[config.mk]
export PLATFORM = sky130hd
export DESIGN_NAME = utf8_to_utf16_lossy_decoder_core
export DESIGN_NICKNAME = d
export VERILOG_FILES = /design/src/rtl/u8u16_pkg.sv /design/src/rtl/u8u16_front.sv /design/src/rtl/u8u16_back.sv /design/src/rtl/utf8_to_utf16_lossy_decoder_core.sv
export VERILOG_INCLUDE_DIRS = /design/src /design/src/rtl
export SDC_FILE = /design/constraint.sdc
export NUM_CORES = 1
export LEC_CHECK = 0
export BUFFER_PORTS_ARGS = -buffer_cell sky130_fd_sc_hd__buf_2
export CAP_MARGIN = 20
export CORE_MARGIN = 4
export CORE_UTILIZATION = 55
export CTS_BUF_LIST = sky130_fd_sc_hd__clkbuf_8 sky130_fd_sc_hd__clkbuf_16
export CTS_CLUSTER_SIZE = 28
export DETAILED_ROUTE_END_ITERATION = 7
export PLACE_DENSITY = 0.73
export SLEW_MARGIN = 40
export SYNTH_ARGS = -nofsm -noshare
export SYNTH_HDL_FRONTEND = slang
export SYNTH_SLANG_ARGS = --single-unit
[constraint.sdc]
create_clock -name aclk -period 11.1 [get_ports aclk]
set_input_delay 0.555 -clock aclk [delete_from_list [all_inputs] [get_ports aclk]]
set_output_delay 0.555 -clock aclk [all_outputs]
set_load 0.01 [all_outputs]
[src/rtl/utf8_to_utf16_lossy_decoder_core_defines.svh]
// Assertion macros shared by the decoder modules.
`ifndef UTF8_TO_UTF16_LOSSY_DECODER_CORE_DEFINES_SVH
`define UTF8_TO_UTF16_LOSSY_DECODER_CORE_DEFINES_SVH

`ifndef SYNTHESIS
// Checked while out of reset.
`define U8U16_ASSERT(label, clk, rstn, prop, msg) \
    label: assert property (@(posedge clk) disable iff (!rstn) prop) else $error(msg);
// Checked at every edge, reset included.
`define U8U16_ASSERT_ALWAYS(label, clk, prop, msg) \
    label: assert property (@(posedge clk) prop) else $error(msg);
`else
`define U8U16_ASSERT(label, clk, rstn, prop, msg)
`define U8U16_ASSERT_ALWAYS(label, clk, prop, msg)
`endif

`endif

[src/rtl/u8u16_pkg.sv]
package u8u16_pkg;

    // Byte queue between front and back
    localparam int FIFO_DEPTH = 4;
    // Decode window: longest UTF-8 sequence
    localparam int WIN_DEPTH  = 4;

    localparam logic [15:0] REPL_UNIT    = 16'hFFFD;
    localparam logic [15:0] SURR_HI_BASE = 16'hD800;
    localparam logic [15:0] SURR_LO_BASE = 16'hDC00;
    localparam logic [20:0] SUPP_BASE    = 21'h10000;
    localparam logic [20:0] BOM_CP       = 21'h00FEFF;

    localparam logic [7:0] LEAD2_MIN  = 8'hC2;
    localparam logic [7:0] LEAD2_MAX  = 8'hDF;
    localparam logic [7:0] LEAD4_MIN  = 8'hF0;
    localparam logic [7:0] LEAD4_MAX  = 8'hF4;
    localparam logic [7:0] LEAD3_LOW  = 8'hE0;
    localparam logic [7:0] LEAD3_SURR = 8'hED;
    localparam logic [7:0] CONT_A0    = 8'hA0;
    localparam logic [7:0] CONT_9F    = 8'h9F;
    localparam logic [7:0] CONT_90    = 8'h90;
    localparam logic [7:0] CONT_8F    = 8'h8F;

    // Byte class, set when the byte is accepted
    typedef enum logic [2:0] {
        CLS_ASCII,
        CLS_CONT,
        CLS_LEAD2,
        CLS_LEAD3,
        CLS_LEAD4,
        CLS_BAD
    } u8u16_cls_t;

    typedef struct packed {
        logic [7:0] in_byte;
        logic       in_last;
    } u8u16_in_t;

    typedef struct packed {
        logic [15:0] code_unit;
        logic        unit_valid;
        logic        was_replaced;
        logic        out_last;
    } u8u16_out_t;

    // Queue entry: raw byte, end mark and its class
    typedef struct packed {
        logic [7:0] data;
        logic       last;
        u8u16_cls_t cls;
    } u8u16_entry_t;

endpackage

[src/rtl/u8u16_front.sv]
`include "utf8_to_utf16_lossy_decoder_core_defines.svh"

module u8u16_front #(
    parameter int DEPTH = u8u16_pkg::FIFO_DEPTH
) (
    input  logic                    aclk,
    input  logic                    aresetn,
    input  logic                    s_valid,
    output logic                    s_ready,
    input  u8u16_pkg::u8u16_in_t    s_data,
    output logic                    q_valid,
    output u8u16_pkg::u8u16_entry_t q_entry,
    input  logic                    q_pop
);

    localparam int PTR_W = (DEPTH > 1) ? $clog2(DEPTH) : 1;
    localparam int CNT_W = $clog2(DEPTH + 1);

    u8u16_pkg::u8u16_entry_t mem_reg [DEPTH];
    logic [PTR_W-1:0] wr_ptr_reg, wr_ptr_next;
    logic [PTR_W-1:0] rd_ptr_reg, rd_ptr_next;
    logic [CNT_W-1:0] count_reg, count_next;
    logic             push;
    u8u16_pkg::u8u16_cls_t cls;

    // Classify the incoming byte
    always_comb begin
        if (!s_data.in_byte[7]) begin
            cls = u8u16_pkg::CLS_ASCII;
        end else if (s_data.in_byte[7:6] == 2'b10) begin
            cls = u8u16_pkg::CLS_CONT;
        end else if (s_data.in_byte >= u8u16_pkg::LEAD2_MIN &&
                     s_data.in_byte <= u8u16_pkg::LEAD2_MAX) begin
            cls = u8u16_pkg::CLS_LEAD2;
        end else if (s_data.in_byte[7:4] == 4'hE) begin
            cls = u8u16_pkg::CLS_LEAD3;
        end else if (s_data.in_byte >= u8u16_pkg::LEAD4_MIN &&
                     s_data.in_byte <= u8u16_pkg::LEAD4_MAX) begin
            cls = u8u16_pkg::CLS_LEAD4;
        end else begin
            cls = u8u16_pkg::CLS_BAD;
        end
    end

    assign s_ready = (count_reg != CNT_W'(DEPTH));
    assign push    = s_valid && s_ready;
    assign q_valid = (count_reg != '0);
    assign q_entry = mem_reg[rd_ptr_reg];

    // Pointer and fill count
    always_comb begin
        wr_ptr_next = wr_ptr_reg;
        rd_ptr_next = rd_ptr_reg;
        count_next  = count_reg;
        if (push) begin
            wr_ptr_next = (wr_ptr_reg == PTR_W'(DEPTH - 1)) ? '0 : wr_ptr_reg + 1'b1;
        end
        if (q_pop) begin
            rd_ptr_next = (rd_ptr_reg == PTR_W'(DEPTH - 1)) ? '0 : rd_ptr_reg + 1'b1;
        end
        case ({push, q_pop})
            2'b10:   count_next = count_reg + 1'b1;
            2'b01:   count_next = count_reg - 1'b1;
            default: count_next = count_reg;
        endcase
    end

    always_ff @(posedge aclk) begin
        if (!aresetn) begin
            wr_ptr_reg <= '0;
            rd_ptr_reg <= '0;
            count_reg  <= '0;
        end else begin
            wr_ptr_reg <= wr_ptr_next;
            rd_ptr_reg <= rd_ptr_next;
            count_reg  <= count_next;
        end
    end

    // Queue storage
    always_ff @(posedge aclk) begin
        if (push) begin
            mem_reg[wr_ptr_reg] <= '{data: s_data.in_byte, last: s_data.in_last, cls: cls};
        end
    end

    `U8U16_ASSERT(a_no_pop_empty, aclk, aresetn, q_pop |-> count_reg != '0, "pop from empty queue")
    `U8U16_ASSERT(a_count_range, aclk, aresetn, count_reg <= CNT_W'(DEPTH), "queue overfilled")
    `U8U16_ASSERT(a_wr_ptr_range, aclk, aresetn, wr_ptr_reg <= PTR_W'(DEPTH - 1), "write pointer out of range")

endmodule

[src/rtl/u8u16_back.sv]
`include "utf8_to_utf16_lossy_decoder_core_defines.svh"

module u8u16_back (
    input  logic                    aclk,
    input  logic                    aresetn,
    input  logic                    strip_bom,
    input  logic                    q_valid,
    input  u8u16_pkg::u8u16_entry_t q_entry,
    output logic                    q_pop,
    output logic                    m_valid,
    input  logic                    m_ready,
    output u8u16_pkg::u8u16_out_t   m_data
);

    localparam int WD = u8u16_pkg::WIN_DEPTH;

    // Decode window
    logic [7:0]            win_byte_reg [WD];
    logic [7:0]            win_byte_next [WD];
    u8u16_pkg::u8u16_cls_t win_cls_reg [WD];
    u8u16_pkg::u8u16_cls_t win_cls_next [WD];
    logic [2:0]            count_reg, count_next;
    logic                  final_reg, final_next;
    logic                  at_start_reg, at_start_next;

    // Result register and held low surrogate
    logic                  m_valid_reg, m_valid_next;
    u8u16_pkg::u8u16_out_t m_data_reg, m_data_next;
    logic                  lo_valid_reg, lo_valid_next;
    u8u16_pkg::u8u16_out_t lo_data_reg, lo_data_next;

    // Decision signals
    logic [7:0]  b0, b1, b2, b3;
    logic        c1, c2, c3;
    logic [2:0]  need;
    logic        have_all, dec_ready, ok, bad, is_bom, is_pair, is_end;
    logic [20:0] cp;
    logic [19:0] v;
    logic [2:0]  consume, consume_eff, cnt_after;
    logic        can_issue, fire, final_after, head_free;

    assign b0 = win_byte_reg[0];
    assign b1 = win_byte_reg[1];
    assign b2 = win_byte_reg[2];
    assign b3 = win_byte_reg[3];
    assign c1 = (win_cls_reg[1] == u8u16_pkg::CLS_CONT);
    assign c2 = (win_cls_reg[2] == u8u16_pkg::CLS_CONT);
    assign c3 = (win_cls_reg[3] == u8u16_pkg::CLS_CONT);

    // Sequence length, well-formedness and code point of the window front
    always_comb begin
        need = 3'd1;
        ok   = 1'b0;
        cp   = {13'b0, b0};
        case (win_cls_reg[0])
            u8u16_pkg::CLS_ASCII: begin
                need = 3'd1;
                cp   = {14'b0, b0[6:0]};
            end
            u8u16_pkg::CLS_LEAD2: begin
                need = 3'd2;
                cp   = {10'b0, b0[4:0], b1[5:0]};
            end
            u8u16_pkg::CLS_LEAD3: begin
                need = 3'd3;
                cp   = {5'b0, b0[3:0], b1[5:0], b2[5:0]};
            end
            u8u16_pkg::CLS_LEAD4: begin
                need = 3'd4;
                cp   = {b0[2:0], b1[5:0], b2[5:0], b3[5:0]};
            end
            default: begin
                need = 3'd1;
            end
        endcase
        have_all = (count_reg >= need);
        case (win_cls_reg[0])
            u8u16_pkg::CLS_LEAD2: ok = have_all && c1;
            u8u16_pkg::CLS_LEAD3: ok = have_all && c1 && c2 &&
                !(b0 == u8u16_pkg::LEAD3_LOW && b1 < u8u16_pkg::CONT_A0) &&
                !(b0 == u8u16_pkg::LEAD3_SURR && b1 > u8u16_pkg::CONT_9F);
            u8u16_pkg::CLS_LEAD4: ok = have_all && c1 && c2 && c3 &&
                !(b0 == u8u16_pkg::LEAD4_MIN && b1 < u8u16_pkg::CONT_90) &&
                !(b0 == u8u16_pkg::LEAD4_MAX && b1 > u8u16_pkg::CONT_8F);
            default:              ok = 1'b0;
        endcase
    end

    assign dec_ready = (count_reg != '0) && (have_all || final_reg);
    assign bad       = !(ok || win_cls_reg[0] == u8u16_pkg::CLS_ASCII);
    assign consume   = bad ? 3'd1 : need;
    assign is_bom    = at_start_reg && strip_bom && ok &&
                       win_cls_reg[0] == u8u16_pkg::CLS_LEAD3 && cp == u8u16_pkg::BOM_CP;
    assign is_pair   = ok && (cp[20:16] != '0);
    assign is_end    = final_reg && (consume == count_reg);
    assign v         = 20'(cp - u8u16_pkg::SUPP_BASE);

    assign head_free = !m_valid_reg || m_ready;
    assign can_issue = !lo_valid_reg && head_free;
    assign fire      = dec_ready && can_issue;

    // Result staging
    always_comb begin
        m_valid_next  = m_valid_reg && !m_ready;
        m_data_next   = m_data_reg;
        lo_valid_next = lo_valid_reg;
        lo_data_next  = lo_data_reg;
        if (lo_valid_reg && head_free) begin
            m_valid_next  = 1'b1;
            m_data_next   = lo_data_reg;
            lo_valid_next = 1'b0;
        end else if (fire) begin
            if (is_bom) begin
                // Dropped mark; an empty end marker if it closes the stream
                if (is_end) begin
                    m_valid_next = 1'b1;
                    m_data_next  = '{code_unit: '0, unit_valid: 1'b0,
                                     was_replaced: 1'b0, out_last: 1'b1};
                end
            end else if (is_pair) begin
                m_valid_next  = 1'b1;
                m_data_next   = '{code_unit: u8u16_pkg::SURR_HI_BASE | {6'b0, v[19:10]},
                                  unit_valid: 1'b1, was_replaced: 1'b0, out_last: 1'b0};
                lo_valid_next = 1'b1;
                lo_data_next  = '{code_unit: u8u16_pkg::SURR_LO_BASE | {6'b0, v[9:0]},
                                  unit_valid: 1'b1, was_replaced: 1'b0, out_last: is_end};
            end else begin
                m_valid_next = 1'b1;
                m_data_next  = '{code_unit: bad ? u8u16_pkg::REPL_UNIT : cp[15:0],
                                 unit_valid: 1'b1, was_replaced: bad, out_last: is_end};
            end
        end
    end

    // Window shift and refill from the queue
    assign consume_eff = fire ? consume : 3'd0;
    assign cnt_after   = count_reg - consume_eff;
    assign final_after = final_reg && !(fire && is_end);
    assign q_pop       = q_valid && !final_after && (cnt_after != 3'(WD));

    always_comb begin
        for (int i = 0; i < WD; i++) begin
            win_byte_next[i] = win_byte_reg[i];
            win_cls_next[i]  = win_cls_reg[i];
        end
        for (int s = 1; s < WD; s++) begin
            if (consume_eff == 3'(s)) begin
                for (int i = 0; i + s < WD; i++) begin
                    win_byte_next[i] = win_byte_reg[i + s];
                    win_cls_next[i]  = win_cls_reg[i + s];
                end
            end
        end
        if (q_pop) begin
            win_byte_next[cnt_after[1:0]] = q_entry.data;
            win_cls_next[cnt_after[1:0]]  = q_entry.cls;
        end
        count_next    = cnt_after + {2'b0, q_pop};
        final_next    = final_after || (q_pop && q_entry.last);
        at_start_next = at_start_reg;
        if (fire) begin
            at_start_next = is_end;
        end
    end

    always_ff @(posedge aclk) begin
        if (!aresetn) begin
            count_reg    <= '0;
            final_reg    <= 1'b0;
            at_start_reg <= 1'b1;
            m_valid_reg  <= 1'b0;
            lo_valid_reg <= 1'b0;
        end else begin
            count_reg    <= count_next;
            final_reg    <= final_next;
            at_start_reg <= at_start_next;
            m_valid_reg  <= m_valid_next;
            lo_valid_reg <= lo_valid_next;
        end
    end

    // Payload registers
    always_ff @(posedge aclk) begin
        m_data_reg  <= m_data_next;
        lo_data_reg <= lo_data_next;
        for (int i = 0; i < WD; i++) begin
            win_byte_reg[i] <= win_byte_next[i];
            win_cls_reg[i]  <= win_cls_next[i];
        end
    end

    assign m_valid = m_valid_reg;
    assign m_data  = m_data_reg;

    `U8U16_ASSERT(a_lo_behind_head, aclk, aresetn, lo_valid_reg |-> m_valid_reg, "low surrogate held without a high one")
    `U8U16_ASSERT(a_win_range, aclk, aresetn, count_reg <= 3'(WD), "window overfilled")
    `U8U16_ASSERT(a_final_nonempty, aclk, aresetn, final_reg |-> count_reg != '0, "end mark in empty window")
    `U8U16_ASSERT_ALWAYS(a_reset_idle, aclk, !aresetn |=> !m_valid_reg && !lo_valid_reg, "result left after reset")

endmodule

[src/rtl/utf8_to_utf16_lossy_decoder_core.sv]
// Channel  Ports                       Payload
// input    s_valid s_ready s_data      u8u16_in_t  (one UTF-8 byte, end mark)
// result   m_valid m_ready m_data      u8u16_out_t (one UTF-16 unit or end marker)
// config   cfg_wr_en cfg_wr_data       strip_bom
//
// While m_ready is high, sustains one byte per cycle: the back end decides
// one sequence per cycle from its four-byte window while no low surrogate
// is held, and the result register moves one unit per cycle; a surrogate
// pair gives two result units for four input bytes. A unit reaches m_valid
// via the queue, window and result register after its last byte is taken.
// Reset is synchronous, active low, and empties the queue, window and result.
// The input queue of FIFO_DEPTH entries keeps accepting while results stall, until full.

module utf8_to_utf16_lossy_decoder_core #(
    parameter int FIFO_DEPTH = u8u16_pkg::FIFO_DEPTH
) (
    input  logic                  aclk,
    input  logic                  aresetn,
    input  logic                  cfg_wr_en,
    input  logic                  cfg_wr_data,
    input  logic                  s_valid,
    output logic                  s_ready,
    input  u8u16_pkg::u8u16_in_t  s_data,
    output logic                  m_valid,
    input  logic                  m_ready,
    output u8u16_pkg::u8u16_out_t m_data
);

    logic                    strip_bom_reg;
    logic                    q_valid;
    logic                    q_pop;
    u8u16_pkg::u8u16_entry_t q_entry;

    // Configuration register
    always_ff @(posedge aclk) begin
        if (!aresetn) begin
            strip_bom_reg <= 1'b1;
        end else if (cfg_wr_en) begin
            strip_bom_reg <= cfg_wr_data;
        end
    end

    u8u16_front #(
        .DEPTH(FIFO_DEPTH)
    ) u_front (
        .aclk    (aclk),
        .aresetn (aresetn),
        .s_valid (s_valid),
        .s_ready (s_ready),
        .s_data  (s_data),
        .q_valid (q_valid),
        .q_entry (q_entry),
        .q_pop   (q_pop)
    );

    u8u16_back u_back (
        .aclk      (aclk),
        .aresetn   (aresetn),
        .strip_bom (strip_bom_reg),
        .q_valid   (q_valid),
        .q_entry   (q_entry),
        .q_pop     (q_pop),
        .m_valid   (m_valid),
        .m_ready   (m_ready),
        .m_data    (m_data)
    );

endmodule
==> flow_metrics.tcl <==
set metrics [dict create \
    finalWirelength_um 14800 \
    grt_max_degree 34 \
    grt_antenna_before_repair 0 \
    ant_nets 0 \
    drc 0 \
    critPathCaptureType "register" \
    fin_nets 632 \
    synth_edf_count 89 \
    max_slew.worst_pin.slew_ns 0.781 \
    grt_pass1_wl_um 24600 \
    synth_cell_type_count 62 \
    coreArea_sq_mm 0.0122 \
    synthTopCellsByArea "edfxtp_1, dfxtp_1, mux2_2, mux2i_1, mux4_2" \
    vias_per_cell 6.03 \
    ys_warn_count 0 \
    cts-root-buf "clkbuf_16" \
    ys_ff_latch 139 \
    placed_cell_area_sq_mm 0.00723 \
    io_pins 36 \
    grt_pass1_vias 4774 \
    ys.flop_type "edfxtp_1" \
    rsz0062_at_grt "false" \
    synth_nets 606 \
    gp_congestion 0.906 \
    seq_area_frac_synth 0.529 \
    portBuffers 35 \
    ys_async_sr_fraction 0 \
    yosys.area.top_type "edfxtp_1" \
    dpl.hpwl_um 10200 \
    insertedDiodeCount 0 \
    crit_arrival_ns 6.54 \
    min_period_ns 6.20 \
    area_delta_synth_final_pct 12.9 \
    tns_ns 0 \
    critPathKind "reg -> reg" \
    cts_sinks 139 \
    hold_buffers 0 \
    drt_iter0_markers 435 \
    skew_ns 0.00747 \
    cts_resized 0 \
    first_pass_iters 5 \
    track_usage 0.218 \
    p_per_area_mw_per_mm2 323 \
    drv_cap 0 \
    max_slew_margin 0.476 \
    final_layout_size_suffix_gt1_frac 0.251 \
    fmax_mhz 161 \
    finalHoldViolCount 0 \
    leakage_uw 0.00293 \
    clockBufferDepth 2 \
    cts_buffers 17 \
    wl_per_cell_um 18.9 \
    postSynthCellCount 575 \
    cts_setup_buffers 0 \
    synthesis.area_sq_mm 0.00694 \
    hold_path_class "in -> reg" \
    rows 40 \
    dieArea_sq_mm 0.0145 \
    vdd_drop_max_v 0.000187 \
    synth_area_per_cell_sq_um 12.1 \
    worst_ep_required_time_ns 11.44 \
    setup_viol 0 \
    clkSlewWorstSetupHoldPaths_ns 0.06 \
    num_vias 4710 \
    clock_latency_ns 0.43 \
    initial_core_util 0.571 \
    fp.dieW_um 120 \
    synth_top_area_frac 0.385 \
    status "finished clean" \
    final_cell_area_sq_mm 0.00784 \
    largest_reg_flops 48 \
    critPathMaxFanout 17 \
    cts_tree "built" \
    ctsHtreeMaxLevel 4 \
    grt.overflow.total 0 \
    fin_crit_sh 0.558 \
    die_y_um 120 \
    finalMaxSlewViolations 0 \
    worstSetupStartpointType "register" \
]
[placed cells by master, fill, tap and decap left out, drive strengths merged, types with 5 or more instances in the layout]
master | netlist | final
nand2 | 65 | 65
and2 | 8 | 8
o41ai | 11 | 11
inv | 15 | 20
mux2 | 54 | 54
dfxtp | 50 | 50
clkbuf | 21 | 17
a22o | 5 | 5
o21ai | 39 | 39
and3 | 8 | 8
nor2b | 5 | 5
a21o | 6 | 6
xnor2 | 7 | 7
buf | 12 | 40
nand3 | 6 | 6
clkinv | 0 | 6
nor2 | 37 | 37
mux2i | 34 | 34
edfxtp | 89 | 89
a21oi | 9 | 9
ha | 14 | 14
nor3 | 10 | 10
nor3b | 6 | 6
mux4 | 12 | 12
a221o | 5 | 5
[cells by family (layout without fill, tap and decap cells)]
kind of cell / count (synthesis) / count (layout) / synth area share
and+or+nand+nor: 165 / 165 / 0.115
DFF: 139 / 139 / 0.529
muxes: 100 / 100 / 0.181
AOI/OAI and AO/OA: 98 / 98 / 0.103
buffers and inverters: 48 / 86 / 0.0290
adders and majority gates: 16 / 16 / 0.0310
xor gates and xnor gates: 9 / 9 / 0.0114
[metrics by stage]
step                utilization  power, uW  hold WS [ns]  setup WS (ns)  instances
finish                    0.644       2530         0.345           4.90        781
global route              0.644       2690         0.329           4.49        781
CTS                       0.643       2530         0.331           4.74        780
detailed placement        0.595       1960         0.503           4.77        749
global placement          0.595       1910         0.485           4.91        749
floorplan                     -       1710         0.441           5.42        575
[critical path, stage by stage (launching register included)]
cell and delay [ns]:
dfxtp_1 0.53, nor2b_1 0.34, inv_1 0.34, a21o_1 0.25, ha_1 0.27, nor2b_1 0.04
o21ai_0 0.41, nand2_1 0.33, a211o_4 0.49, and2_1 0.18, ha_1 0.18, fa_1 0.38
xnor2_1 0.14, xnor2_1 0.18, a31oi_1 0.29, and2_0 0.36, ha_1 0.25, inv_1 0.07
fa_1 0.44, xor2_1 0.16, or3_1 0.29, a21boi_0 0.18
[power by group]
part	switching (uW)	internal, uW	total (uW)	leakage [uW]
Combinational	547	519	1070	0.00143
Clock	227	334	561	0.000285
Sequential	161	741	903	0.00121
Total	935	1590	2530	0.00293
[Yosys cell counts (all sizes together), types with 3 or more instances]
cell,count
edfxtp,89
nand2,65
mux2,54
dfxtp,50
o21ai,39
nor2,37
mux2i,34
clkbuf,21
inv,15
ha,14
buf,12
mux4,12
o41ai,11
nor3,10
a21oi,9
and2,8
and3,8
xnor2,7
a21o,6
nand3,6
nor3b,6
a221o,5
a22o,5
nor2b,5
nor4,4
a21boi,3
nand2b,3
nand4,3
[area by class of cell]
type	instances	area (sq um)
Sequential cell	139	3680
Multi-Input combinational cell	388	3090
Clock buffer	17	425
Clock inverter	14	160
Tap cell	168	210
Fill cell	925	4330
Inverter	15	56.3
Timing Repair Buffer	40	216
[worst paths after layout]
path	from	endpoint	slack, ns	depth (start not counted)
worst max register to register	u_back.win_cls_reg[0][1]	u_front.count_reg[2]	4.90	21
worst max-delay path	u_back.win_cls_reg[0][1]	u_front.count_reg[2]	4.90	21
worst min-delay path	s_data[0]	u_front.mem_reg[3][3]	0.35	1
worst min register to register	u_front.rd_ptr_reg[0]	register	0.50	2
[per-layer routing]
metal	routed length (um)	vias up	global-route usage
li1	-	2214	-
met1	6170	2304	0.271
met2	7520	158	0.368
met3	787	34	0.0566
met4	310	0	0.0779
met5	0	-	0
Power figures use the tool's default switching activity.
